**src/design/elcu_pkg.sv**
```systemverilog
package elcu_pkg;

  localparam int unsigned YawFull = 46080;
  localparam int signed PitchMax = 11392;
  localparam int signed OneQ14 = 16384;
  localparam logic signed [33:0] CordicK = 34'sd652032874;
  localparam logic signed [31:0] HomeX = 32'sd0;
  localparam logic signed [31:0] HomeY = 32'sd262144;
  localparam logic signed [31:0] HomeZ = 32'sd1179648;
  localparam logic [15:0] HomeYaw = 16'd34560;
  localparam logic signed [15:0] HomePitch = -16'sd640;

  typedef enum logic [1:0] {
    KIND_MOUSE = 2'd0,
    KIND_MOVE  = 2'd1,
    KIND_HOME  = 2'd2,
    KIND_NONE  = 2'd3
  } kind_t;

  typedef enum logic [2:0] {
    DIR_FWD   = 3'd0,
    DIR_BACK  = 3'd1,
    DIR_LEFT  = 3'd2,
    DIR_RIGHT = 3'd3,
    DIR_UP    = 3'd4,
    DIR_DOWN  = 3'd5
  } dir_t;

  typedef enum logic [3:0] {
    ST_IDLE,
    ST_MOUSE,
    ST_WRAP,
    ST_TRIG_START,
    ST_TRIG_RUN,
    ST_MUL_START,
    ST_MUL_RUN,
    ST_MOVE_MUL,
    ST_MOVE_RUN,
    ST_DONE
  } state_t;

  typedef enum logic [1:0] {
    REG_MOVE_SPEED = 2'd0,
    REG_MOUSE_SENS = 2'd1
  } reg_t;

  function automatic logic [21:0] atan_q16(input logic [4:0] i);
    case (i)
      5'd0: atan_q16 = 22'd2949120;
      5'd1: atan_q16 = 22'd1740967;
      5'd2: atan_q16 = 22'd919879;
      5'd3: atan_q16 = 22'd466945;
      5'd4: atan_q16 = 22'd234379;
      5'd5: atan_q16 = 22'd117304;
      5'd6: atan_q16 = 22'd58666;
      5'd7: atan_q16 = 22'd29335;
      5'd8: atan_q16 = 22'd14668;
      5'd9: atan_q16 = 22'd7334;
      5'd10: atan_q16 = 22'd3667;
      5'd11: atan_q16 = 22'd1833;
      5'd12: atan_q16 = 22'd917;
      5'd13: atan_q16 = 22'd458;
      5'd14: atan_q16 = 22'd229;
      5'd15: atan_q16 = 22'd115;
      5'd16: atan_q16 = 22'd57;
      5'd17: atan_q16 = 22'd29;
      5'd18: atan_q16 = 22'd14;
      5'd19: atan_q16 = 22'd7;
      5'd20: atan_q16 = 22'd4;
      5'd21: atan_q16 = 22'd2;
      5'd22: atan_q16 = 22'd1;
      default: atan_q16 = 22'd0;
    endcase
  endfunction

  function automatic logic signed [15:0] clamp_unit(input logic signed [47:0] v);
    if (v > 48'sd16384) clamp_unit = 16'sd16384;
    else if (v < -48'sd16384) clamp_unit = -16'sd16384;
    else clamp_unit = v[15:0];
  endfunction

endpackage

```
**src/design/elcu_if.sv**
```systemverilog
interface elcu_in_if;
  logic valid;
  logic ready;
  logic [1:0] kind;
  logic signed [15:0] mouse_x;
  logic signed [15:0] mouse_y;
  logic [2:0] move_dir;
  logic [15:0] step_time;
  modport source (output valid, kind, mouse_x, mouse_y, move_dir, step_time, input ready);
  modport sink (input valid, kind, mouse_x, mouse_y, move_dir, step_time, output ready);
endinterface

interface elcu_out_if;
  logic valid;
  logic ready;
  logic signed [31:0] pos_x;
  logic signed [31:0] pos_y;
  logic signed [31:0] pos_z;
  logic signed [15:0] front_x;
  logic signed [15:0] front_y;
  logic signed [15:0] front_z;
  logic signed [15:0] right_x;
  logic signed [15:0] right_y;
  logic signed [15:0] right_z;
  logic signed [15:0] up_x;
  logic signed [15:0] up_y;
  logic signed [15:0] up_z;
  modport source (output valid, pos_x, pos_y, pos_z, front_x, front_y, front_z,
                  right_x, right_y, right_z, up_x, up_y, up_z, input ready);
  modport sink (input valid, pos_x, pos_y, pos_z, front_x, front_y, front_z,
                right_x, right_y, right_z, up_x, up_y, up_z, output ready);
endinterface

```
**src/design/elcu_serial_mul.sv**
```systemverilog
module elcu_serial_mul #(
  parameter int AW = 34,
  parameter int BW = 34
) (
  input  logic                      clk,
  input  logic                      rst,
  input  logic                      start,
  input  logic signed [AW-1:0]      a,
  input  logic signed [BW-1:0]      b,
  output logic                      done,
  output logic signed [AW+BW-1:0]   prod
);
  localparam int CW = $clog2(BW + 1);

  logic signed [AW+BW-1:0] acc;
  logic signed [AW+BW-1:0] mcand;
  logic [BW-1:0] mplier;
  logic [CW-1:0] cnt;
  logic busy;

  always_ff @(posedge clk) begin
    if (rst) begin
      busy <= 1'b0;
      done <= 1'b0;
      cnt <= '0;
    end else begin
      done <= 1'b0;
      if (start) begin
        busy <= 1'b1;
        cnt <= '0;
      end else if (busy) begin
        cnt <= cnt + 1'b1;
        if (cnt == CW'(BW - 1)) begin
          busy <= 1'b0;
          done <= 1'b1;
        end
      end
    end
  end

  // radix-2 shift and add, top bit of multiplier has negative weight
  always_ff @(posedge clk) begin
    if (start) begin
      acc <= '0;
      mcand <= (AW+BW)'(a);
      mplier <= b;
    end else if (busy) begin
      if (mplier[0]) begin
        if (cnt == CW'(BW - 1)) acc <= acc - mcand;
        else acc <= acc + mcand;
      end
      mcand <= mcand <<< 1;
      mplier <= mplier >> 1;
    end
  end

  assign prod = acc;
endmodule

```
**src/design/euler_look_camera_update_core.sv**
```systemverilog
// work per item: a move item runs three products on the shared multiplier; a mouse
// item runs two products, the yaw wrap, two cordic rotations and four products; a home
// item runs the two rotations and four products; a first mouse item, a move with an
// unknown direction and any other item go straight to the result
// throughput: one item at a time, through one 34 bit shift-add multiplier and one cordic
// reset: synchronous, active high; a home rebuild runs first and ready rises when it ends
module euler_look_camera_update_core #(
  parameter int CORDIC_STEPS = 16
) (
  input  logic        clk,
  input  logic        rst,
  input  logic        cfg_we,
  input  logic [0:0]  cfg_index,
  input  logic [15:0] cfg_data,
  elcu_in_if.sink     in_ch,
  elcu_out_if.source  out_ch
);
  import elcu_pkg::*;

  localparam int SW = $clog2(CORDIC_STEPS + 1);

  state_t state, state_next;

  logic [15:0] move_speed, mouse_sens;
  logic signed [31:0] pos [3];
  logic [15:0] yaw;
  logic signed [15:0] pitch;
  logic signed [15:0] last_x, last_y;
  logic first_event;
  logic signed [15:0] basis [9];

  logic [2:0] dir;
  logic signed [15:0] mx, my;
  logic home_pend;

  // cordic
  logic signed [33:0] cx, cy;
  logic signed [23:0] cz;
  logic [SW-1:0] step;
  logic flip;
  logic which;
  logic signed [33:0] sy, cyw, sp, cp;

  // multiplier sequencing
  logic [1:0] sel;
  logic mstart, mstart_next, mdone;
  logic signed [33:0] ma, mb;
  logic signed [67:0] mprod;
  logic signed [33:0] dx, dy;
  logic [31:0] move_len;

  // yaw reduction
  logic [24:0] yacc, yacc_next;
  logic [23:0] ymod;
  logic [3:0] wcnt;

  elcu_serial_mul #(.AW(34), .BW(34)) u_mul (
    .clk(clk), .rst(rst), .start(mstart), .a(ma), .b(mb), .done(mdone), .prod(mprod)
  );

  always_ff @(posedge clk) begin
    if (rst) begin
      move_speed <= 16'd2048;
      mouse_sens <= 16'd9830;
    end else if (cfg_we) begin
      case (cfg_index)
        1'(REG_MOVE_SPEED): move_speed <= cfg_data;
        default: mouse_sens <= cfg_data;
      endcase
    end
  end

  assign in_ch.ready = (state == ST_IDLE) && !home_pend;

  always_comb begin
    state_next = state;
    case (state)
      ST_IDLE:
        if (home_pend) state_next = ST_TRIG_START;
        else if (in_ch.valid) begin
          case (in_ch.kind)
            KIND_MOUSE: state_next = first_event ? ST_DONE : ST_MOUSE;
            KIND_MOVE: state_next = (in_ch.move_dir > 3'd5) ? ST_DONE : ST_MOVE_MUL;
            KIND_HOME: state_next = ST_TRIG_START;
            default: state_next = ST_DONE;
          endcase
        end
      ST_MOUSE: if (mdone && sel == 2'd1) state_next = ST_WRAP;
      ST_WRAP: if (wcnt == 4'd8) state_next = ST_TRIG_START;
      ST_TRIG_START: state_next = ST_TRIG_RUN;
      ST_TRIG_RUN:
        if (step == SW'(CORDIC_STEPS)) state_next = which ? ST_MUL_START : ST_TRIG_START;
      ST_MUL_START: state_next = ST_MUL_RUN;
      ST_MUL_RUN:
        if (mdone) state_next = (sel == 2'd3) ? (home_pend ? ST_IDLE : ST_DONE) : ST_MUL_START;
      ST_MOVE_MUL: state_next = ST_MOVE_RUN;
      ST_MOVE_RUN: if (mdone && sel == 2'd2) state_next = ST_DONE;
      ST_DONE: if (out_ch.ready) state_next = ST_IDLE;
      default: state_next = ST_IDLE;
    endcase
  end

  always_ff @(posedge clk) begin
    if (rst) state <= ST_IDLE;
    else state <= state_next;
  end

  assign out_ch.valid = (state == ST_DONE);

  always_comb begin
    mstart_next = 1'b0;
    case (state)
      ST_IDLE:
        mstart_next = !home_pend && in_ch.valid && (in_ch.kind == KIND_MOUSE)
                      && !first_event;
      ST_MOUSE: mstart_next = mdone && (sel == 2'd0);
      ST_MUL_START, ST_MOVE_MUL: mstart_next = 1'b1;
      ST_MOVE_RUN: mstart_next = mdone && (sel != 2'd2);
      default: ;
    endcase
  end

  always_ff @(posedge clk) begin
    if (rst) mstart <= 1'b0;
    else mstart <= mstart_next;
  end

  // operand select for shared multiplier
  logic signed [15:0] mvec [3];
  logic msign;
  always_comb begin
    mvec[0] = 16'sd0; mvec[1] = 16'sd16384; mvec[2] = 16'sd0;
    msign = dir[0];
    case (dir)
      DIR_FWD, DIR_BACK: begin
        mvec[0] = basis[0]; mvec[1] = basis[1]; mvec[2] = basis[2];
      end
      DIR_LEFT, DIR_RIGHT: begin
        mvec[0] = basis[3]; mvec[1] = basis[4]; mvec[2] = basis[5];
        msign = ~dir[0];
      end
      default: ;
    endcase
    ma = '0; mb = '0;
    case (state)
      ST_MOUSE: begin
        ma = sel[0] ? 34'(signed'(17'(last_y) - 17'(my)))
                    : 34'(signed'(17'(mx) - 17'(last_x)));
        mb = 34'(signed'({1'b0, mouse_sens}));
      end
      ST_MUL_START, ST_MUL_RUN: begin
        ma = sel[0] ? sy : cyw;
        mb = sel[1] ? sp : cp;
      end
      ST_MOVE_RUN, ST_MOVE_MUL: begin
        ma = msign ? -$signed({2'b00, move_len}) : $signed({2'b00, move_len});
        mb = 34'(mvec[sel]);
      end
      default: ;
    endcase
  end

  logic signed [67:0] rq60;
  logic signed [15:0] q60;
  logic signed [47:0] step_q16;
  logic signed [33:0] psum;
  logic signed [31:0] psat;
  assign rq60 = mprod + (68'sd1 <<< 45);
  assign q60 = clamp_unit(48'(rq60 >>> 46));
  assign step_q16 = 48'((mprod + 68'sd2097152) >>> 22);
  always_comb begin
    psum = 34'(pos[sel]) + 34'(step_q16);
    if (step_q16 > 48'sh7fffffff || psum > 34'sh7fffffff) psat = 32'sh7fffffff;
    else if (step_q16 < -48'sh80000000 || psum < -34'sh80000000) psat = -32'sh80000000;
    else psat = psum[31:0];
  end

  function automatic logic signed [15:0] q30(input logic signed [33:0] v);
    q30 = clamp_unit(48'((v + 34'sd32768) >>> 16));
  endfunction

  // cordic start values, folded in degrees q9.7 before the shift to q.16
  logic signed [16:0] ain;
  logic signed [16:0] af;
  logic signed [23:0] zf;
  logic fl;
  always_comb begin
    ain = which ? 17'(pitch) : $signed({1'b0, yaw});
    af = ain;
    fl = 1'b0;
    if (af >= 17'sd23040) af = af - 17'sd46080;
    if (af > 17'sd11520) begin af = af - 17'sd23040; fl = 1'b1; end
    else if (af < -17'sd11520) begin af = af + 17'sd23040; fl = 1'b1; end
    zf = 24'(af) <<< 9;
  end

  logic signed [33:0] xs, ys;
  logic signed [23:0] at;
  assign xs = cx >>> step;
  assign ys = cy >>> step;
  assign at = 24'(atan_q16(5'(step)));

  logic signed [24:0] ddx, ddy;
  logic signed [25:0] ysum;
  logic signed [25:0] tp;
  assign ddx = 25'((dx + 34'sd256) >>> 9);
  assign ddy = 25'((dy + 34'sd256) >>> 9);
  assign ysum = $signed({10'd0, yaw}) + 26'(ddx);
  assign tp = 26'(pitch) + 26'(ddy);
  assign yacc_next = (yacc >= {1'b0, ymod}) ? yacc - {1'b0, ymod} : yacc;

  always_ff @(posedge clk) begin
    if (rst) begin
      pos[0] <= HomeX; pos[1] <= HomeY; pos[2] <= HomeZ;
      yaw <= HomeYaw; pitch <= HomePitch;
      last_x <= '0; last_y <= '0;
      first_event <= 1'b1;
      home_pend <= 1'b1;
      which <= 1'b0;
      sel <= '0;
      step <= '0;
    end else begin
      case (state)
        ST_IDLE: begin
          which <= 1'b0;
          sel <= '0;
          if (home_pend) begin
            // rebuild only
          end else if (in_ch.valid) begin
            dir <= in_ch.move_dir;
            mx <= in_ch.mouse_x; my <= in_ch.mouse_y;
            case (in_ch.kind)
              KIND_MOUSE: begin
                if (first_event) begin
                  first_event <= 1'b0;
                  last_x <= in_ch.mouse_x; last_y <= in_ch.mouse_y;
                end
              end
              KIND_MOVE: move_len <= 32'(move_speed) * 32'(in_ch.step_time);
              KIND_HOME: begin
                pos[0] <= HomeX; pos[1] <= HomeY; pos[2] <= HomeZ;
                yaw <= HomeYaw; pitch <= HomePitch; first_event <= 1'b1;
              end
              default: ;
            endcase
          end
        end
        ST_MOUSE: begin
          if (mdone) begin
            if (sel == 2'd0) begin
              dx <= mprod[33:0]; sel <= 2'd1;
            end else begin
              dy <= mprod[33:0]; sel <= 2'd0;
              yacc <= ysum[25] ? 25'(ysum + 26'sd11796480) : ysum[24:0];
              ymod <= 24'd11796480;
              wcnt <= '0;
            end
          end
        end
        ST_WRAP: begin
          // modulo 360 degrees by compare and subtract of shifted multiples
          yacc <= yacc_next;
          ymod <= ymod >> 1;
          wcnt <= wcnt + 1'b1;
          if (wcnt == 4'd8) begin
            last_x <= mx; last_y <= my;
            yaw <= yacc_next[15:0];
            if (tp > 26'sd11392) pitch <= 16'sd11392;
            else if (tp < -26'sd11392) pitch <= -16'sd11392;
            else pitch <= tp[15:0];
          end
        end
        ST_TRIG_START: begin
          cx <= CordicK; cy <= '0; cz <= zf; flip <= fl; step <= '0;
        end
        ST_TRIG_RUN: begin
          if (step == SW'(CORDIC_STEPS)) begin
            if (!which) begin
              sy <= flip ? -cy : cy; cyw <= flip ? -cx : cx; which <= 1'b1;
            end else begin
              sp <= flip ? -cy : cy; cp <= flip ? -cx : cx; sel <= '0;
            end
          end else begin
            step <= step + 1'b1;
            if (cz >= 0) begin cx <= cx - ys; cy <= cy + xs; cz <= cz - at; end
            else begin cx <= cx + ys; cy <= cy - xs; cz <= cz + at; end
          end
        end
        ST_MUL_RUN: begin
          if (mdone) begin
            case (sel)
              2'd0: basis[0] <= q60;
              2'd1: basis[2] <= q60;
              2'd2: basis[6] <= clamp_unit(48'((68'sd35184372088832 - mprod) >>> 46));
              default: begin
                basis[8] <= clamp_unit(48'((68'sd35184372088832 - mprod) >>> 46));
                basis[1] <= q30(sp); basis[3] <= q30(-sy); basis[4] <= '0;
                basis[5] <= q30(cyw); basis[7] <= q30(cp);
                home_pend <= 1'b0;
              end
            endcase
            sel <= sel + 1'b1;
          end
        end
        ST_MOVE_MUL: sel <= '0;
        ST_MOVE_RUN: begin
          if (mdone) begin
            pos[sel] <= psat;
            sel <= sel + 1'b1;
          end
        end
        default: ;
      endcase
    end
  end

  assign out_ch.pos_x = pos[0];
  assign out_ch.pos_y = pos[1];
  assign out_ch.pos_z = pos[2];
  assign out_ch.front_x = basis[0];
  assign out_ch.front_y = basis[1];
  assign out_ch.front_z = basis[2];
  assign out_ch.right_x = basis[3];
  assign out_ch.right_y = basis[4];
  assign out_ch.right_z = basis[5];
  assign out_ch.up_x = basis[6];
  assign out_ch.up_y = basis[7];
  assign out_ch.up_z = basis[8];

`ifndef NO_ASSERTIONS
  a_ready_idle: assert property (@(posedge clk) disable iff (rst)
    in_ch.ready |-> state == ST_IDLE) else $error("ready outside idle");
  a_pitch_range: assert property (@(posedge clk) disable iff (rst)
    pitch <= 16'sd11392 && pitch >= -16'sd11392) else $error("pitch out of range");
  a_yaw_range: assert property (@(posedge clk) disable iff (rst)
    yaw < 16'd46080) else $error("yaw out of range");
  a_hold: assert property (@(posedge clk) disable iff (rst)
    out_ch.valid && !out_ch.ready |=> out_ch.valid && $stable(pos[0]))
    else $error("result lost");
`endif
endmodule
```
**src/flat_wrapper.sv**
```systemverilog
// flat-port wrapper written by rule: the top's interface ports become plain ports
module euler_look_camera_update_core_flat import elcu_pkg::*;
#(
  parameter int CORDIC_STEPS = 16
)
  (clk, rst, cfg_we, cfg_index, cfg_data, in_ch_valid, in_ch_kind, in_ch_mouse_x, in_ch_mouse_y, in_ch_move_dir, in_ch_step_time, in_ch_ready, out_ch_valid, out_ch_pos_x, out_ch_pos_y, out_ch_pos_z, out_ch_front_x, out_ch_front_y, out_ch_front_z, out_ch_right_x, out_ch_right_y, out_ch_right_z, out_ch_up_x, out_ch_up_y, out_ch_up_z, out_ch_ready);
  elcu_in_if in_ch_i ();
  elcu_out_if out_ch_i ();
  input  logic clk;
  input  logic rst;
  input  logic cfg_we;
  input  logic [0:0] cfg_index;
  input  logic [15:0] cfg_data;
  input wire logic [$bits(in_ch_i.valid)-1:0] in_ch_valid;
  input wire logic [$bits(in_ch_i.kind)-1:0] in_ch_kind;
  input wire logic [$bits(in_ch_i.mouse_x)-1:0] in_ch_mouse_x;
  input wire logic [$bits(in_ch_i.mouse_y)-1:0] in_ch_mouse_y;
  input wire logic [$bits(in_ch_i.move_dir)-1:0] in_ch_move_dir;
  input wire logic [$bits(in_ch_i.step_time)-1:0] in_ch_step_time;
  output wire logic [$bits(in_ch_i.ready)-1:0] in_ch_ready;
  output wire logic [$bits(out_ch_i.valid)-1:0] out_ch_valid;
  output wire logic [$bits(out_ch_i.pos_x)-1:0] out_ch_pos_x;
  output wire logic [$bits(out_ch_i.pos_y)-1:0] out_ch_pos_y;
  output wire logic [$bits(out_ch_i.pos_z)-1:0] out_ch_pos_z;
  output wire logic [$bits(out_ch_i.front_x)-1:0] out_ch_front_x;
  output wire logic [$bits(out_ch_i.front_y)-1:0] out_ch_front_y;
  output wire logic [$bits(out_ch_i.front_z)-1:0] out_ch_front_z;
  output wire logic [$bits(out_ch_i.right_x)-1:0] out_ch_right_x;
  output wire logic [$bits(out_ch_i.right_y)-1:0] out_ch_right_y;
  output wire logic [$bits(out_ch_i.right_z)-1:0] out_ch_right_z;
  output wire logic [$bits(out_ch_i.up_x)-1:0] out_ch_up_x;
  output wire logic [$bits(out_ch_i.up_y)-1:0] out_ch_up_y;
  output wire logic [$bits(out_ch_i.up_z)-1:0] out_ch_up_z;
  input wire logic [$bits(out_ch_i.ready)-1:0] out_ch_ready;
  assign in_ch_i.valid = in_ch_valid;
  assign in_ch_i.kind = in_ch_kind;
  assign in_ch_i.mouse_x = in_ch_mouse_x;
  assign in_ch_i.mouse_y = in_ch_mouse_y;
  assign in_ch_i.move_dir = in_ch_move_dir;
  assign in_ch_i.step_time = in_ch_step_time;
  assign in_ch_ready = in_ch_i.ready;
  assign out_ch_valid = out_ch_i.valid;
  assign out_ch_pos_x = out_ch_i.pos_x;
  assign out_ch_pos_y = out_ch_i.pos_y;
  assign out_ch_pos_z = out_ch_i.pos_z;
  assign out_ch_front_x = out_ch_i.front_x;
  assign out_ch_front_y = out_ch_i.front_y;
  assign out_ch_front_z = out_ch_i.front_z;
  assign out_ch_right_x = out_ch_i.right_x;
  assign out_ch_right_y = out_ch_i.right_y;
  assign out_ch_right_z = out_ch_i.right_z;
  assign out_ch_up_x = out_ch_i.up_x;
  assign out_ch_up_y = out_ch_i.up_y;
  assign out_ch_up_z = out_ch_i.up_z;
  assign out_ch_i.ready = out_ch_ready;
  euler_look_camera_update_core #(.CORDIC_STEPS(CORDIC_STEPS)) u_core (.clk(clk), .rst(rst), .cfg_we(cfg_we), .cfg_index(cfg_index), .cfg_data(cfg_data), .in_ch(in_ch_i), .out_ch(out_ch_i));
endmodule
```
**config.mk**
```make
export PLATFORM = sky130hd
export DESIGN_NAME = euler_look_camera_update_core_flat
export DESIGN_NICKNAME = d
export VERILOG_FILES = /design/src/design/elcu_pkg.sv /design/src/design/elcu_if.sv /design/src/design/elcu_serial_mul.sv /design/src/design/euler_look_camera_update_core.sv /design/src/flat_wrapper.sv
export SDC_FILE = /design/constraint.sdc
export NUM_CORES = 2
export LEC_CHECK = 0
export ABC_AREA = 1
export BUFFER_PORTS_ARGS = -buffer_cell sky130_fd_sc_hd__buf_4
export CORE_MARGIN = 1.5
export CORE_UTILIZATION = 50
export DETAILED_ROUTE_END_ITERATION = 16
export PLACE_DENSITY = 0.64
export SKIP_CTS_REPAIR_TIMING = 1
export SLEW_MARGIN = 15
export SYNTH_ARGS = -nofsm -noshare
export SYNTH_HDL_FRONTEND = slang
export SYNTH_HIERARCHICAL = 1
export SYNTH_SLANG_ARGS = --single-unit
```
**constraint.sdc**
```tcl
create_clock -name clk -period 6.76 [get_ports clk]
set_input_delay 0.676 -clock clk [delete_from_list [all_inputs] [get_ports clk]]
set_output_delay 0.676 -clock clk [all_outputs]
set_load 0.01 [all_outputs]
```
==> qor.yml <==
placement:
  dp_hpwl_um: 249000
  place.gp.congestion: 1.02
  port_buffers: 300
timing:
  tightest_slew_ns: 1.19
  fmax_ghz: 0.160
  hold_slack_ns: 0.0923
  period_share_pct: 92.4
  hold_viol: 0
  finalMaxSlewViolations: 0
  rsz0062_at_grt: "no"
  min_period_ns: 6.25
  setup_viol: 0
  finalSetupTns_ns: 0
  skew_ns: 0.0322
  slew-limit-headroom_pct: 21.0
global_route:
  grt_use_total_pct: 36.1
  grt_max_degree: 122
  top_usage_layer: "met2"
  grt_pass1_vias: 76200
  use_met1_pct: 50.1
  use_met3_pct: 5.42
  gr-total-overflow: 0
  grt_antenna_before_repair: 13
  grt_pass1_wl_um: 467000
  met2_usage_pct: 56.8
synthesis:
  synth_common_cells: "nand2_1, inv_1, nor2_1"
  syn_area_per_cell_um2: 7.01
  syn_area_um2: 83500
  synth_warnings: 6
  netlist.area_leader.share_pct: 27.3
  synthCells: 11900
  synthFlopType: "edfxtp_1"
  synth_area_leaders: "edfxtp_1, nand2_1, inv_1"
  ys_types: 73
  async_reset_ff_share_pct: 0
  yosysSeqAreaShare_pct: 32.4
  yosysTopAreaCell: "edfxtp_1"
  synth-seq-cells: 970
  synth.most_common_cell: "nand2_1"
  synth_edf_count: 759
setup_path:
  path_max_fanout: 17
  crit_path_frequent_cell: "fa_1"
  worstSetupPathType: "register to register"
  crit_required_ns: 7.28
  slowest_stage: "dfxtp_1"
  critPathMaxStageDelay_ns: 0.82
  endpoint_kind: "register"
  worstPathArrival_ns: 6.77
  reg2reg_slack_ns: 0.51
  crit_path_cell_trace: "nand2_1, fa_1, fa_1, fa_1, inv_1, fa_1, fa_1, inv_1, fa_1, inv_1, ha_1, a21oi_1, inv_1, nor2_1, o221ai_1, nand2_1, nand3_1, a31o_2, nand2_1, nand2_1, xor2_1"
  start_kind: "register"
finish:
  nNetsFinal: 12800
  drive_gt1_share_pct: 6.12
  areaGrowthSynthToFinish_pct: 10.0
cts:
  clkLatencyLatePin_ns: 0.79
  cts.sinks: 970
  cts_tree: "built"
  clk_path_buf_depth: 3
  cts_buffers: 113
  clk_pin_slew_ns: 0.06
  root_buffer: "clkbuf_16"
  htree_levels: 3
pwr:
  pwr-share-comb_pct: 50.9
  p_switching_uw: 14300
  p_int_uw: 16100
  ir_drop_uv: 265
  swShare_pct: 47.0
  seq_power_share_pct: 26.9
  power.density_nw_per_um2: 331
  leakage_uw: 0.0429
  clockPowerShare_pct: 22.1
detailed_routing:
  first_pass_iters: 9
  drc: 0
  routedWlPerCell_um: 22.0
  route.final.wire_length_um: 315000
  routed-via-count: 82600
  ant_nets: 0
  avgViaCountPerCell: 5.77
  drt_iter0_drc: 10000
die:
  fp.dieW_um: 412
  initial_core_util_pct: 50.5
  die-area_um2: 169000
  core-area_um2: 165000
  rows: 149
  die_y_um: 412
  ios: 317
outcome:
  status: "complete, no violations"
job:
  max_cap_viol_count: 0
min_path:
  hp-class: "primary input to register"
## cells in the final DEF, fill, tap and decap left out, types with 116 or more instances in the layout
master / Yosys / layout
nand2_1: 3053 / 3051
inv_1: 1745 / 1741
nor2_1: 1408 / 1398
nand3_1: 789 / 788
edfxtp_1: 759 / 759
o21ai_0: 733 / 733
a21oi_1: 651 / 651
ha_1: 433 / 433
xor2_1: 412 / 412
buf_4: 20 / 410
fa_1: 204 / 204
dfxtp_1: 211 / 203
nand4_1: 158 / 158
nor3_1: 162 / 157
clkbuf_16: 0 / 116
## path summary, 6_finish.rpt
path / end / from / depth (start not counted)
min reg2reg: u_core/u_mul/cnt[5] / u_core/u_mul/cnt[5] / 1
min: u_core/mx[11] / in_ch_mouse_x[11] / 1
max: u_core/move_len[29] / u_core/move_speed[9] / 21
max reg2reg: u_core/move_len[29] / u_core/move_speed[9] / 21
## routing by layer
metal	routed length, µm	up-vias	part of all wire [%]
li1	-	39000	-
met1	133000	39000	42
met2	139000	4089	44
met3	29700	556	9.4
met4	13000	2	4.1
met5	11	-	0.0035
## cell families after synthesis
logic type               share of synthesized area (%)
multiplexers                                    0.0360
AND/OR/NAND/NOR                                   28.7
other                                          0.00449
adder cells (fa/ha/maj)                           11.4
flip-flops                                        32.4
XOR/XNOR                                          5.41
buffers and inverters                             10.0
AO/OA/AOI/OAI                                     12.0
## worst max-delay path: cells and delay by family, from the launching register on
family,cells,cell delay [ns]
flip-flops,1,0.82
AO/OA/AOI/OAI,3,0.65
XOR/XNOR,1,0.14
AND/OR/NAND/NOR,6,0.66
buffers and inverters,4,0.24
adder cells (fa/ha/maj),7,3.49
## final cells by class
class / count / area (µm²)
antenna: 5 / 12.5
inverter: 1777 / 6670
fill: 16100 / 73500
tap: 2189 / 2740
sequential: 970 / 27000
timing repair buffer: 412 / 3120
clock inverter: 67 / 926
multi-input combinational: 8764 / 48200
clock buffer: 147 / 3090
## power by group through the flow
stage                     sequential, µW  combinational, µW  clock (µW)
after floorplan                     7850              10900           0
after global placement              8260              15000           0
after detailed placement            8260              15100           0
after CTS                           8150              15200        6820
after global routing                8210              17200        7020
final                               8170              15500        6720
## per-stage QoR
step | cells | setup slack, ns | util [%] | total power, µW | area, µm²
4_1_cts | 14300 | 0.518 | 55.5 | 30200 | 91800
2_1_floorplan | 11900 | 0.660 | - | 18800 | 83500
3_3_place_gp | 14100 | 0.523 | 53.1 | 23300 | 87800
3_5_place_dp | 14100 | 0.504 | 53.1 | 23400 | 87800
5_1_grt | 14300 | 0.141 | 55.5 | 32400 | 91800
6_report | 14300 | 0.515 | 55.5 | 30400 | 91800
## sequential cells by signal (all words and copies together) (netlist names), 32 cells and up, named ones only
| name | count |
|---|---|
| u_core/u_mul/mplier | 34 |
| u_core/cp | 34 |
| u_core/u_mul/prod | 68 |
| u_core/cx | 34 |
| u_core/move_len | 32 |
| u_core/cy | 34 |
| u_core/pos | 128 |
| u_core/u_mul/mcand | 68 |
| u_core/cyw | 34 |
| u_core/sy | 34 |
| u_core/basis | 128 |
| u_core/sp | 34 |
Note: power is estimated with default switching activity, not from simulation.
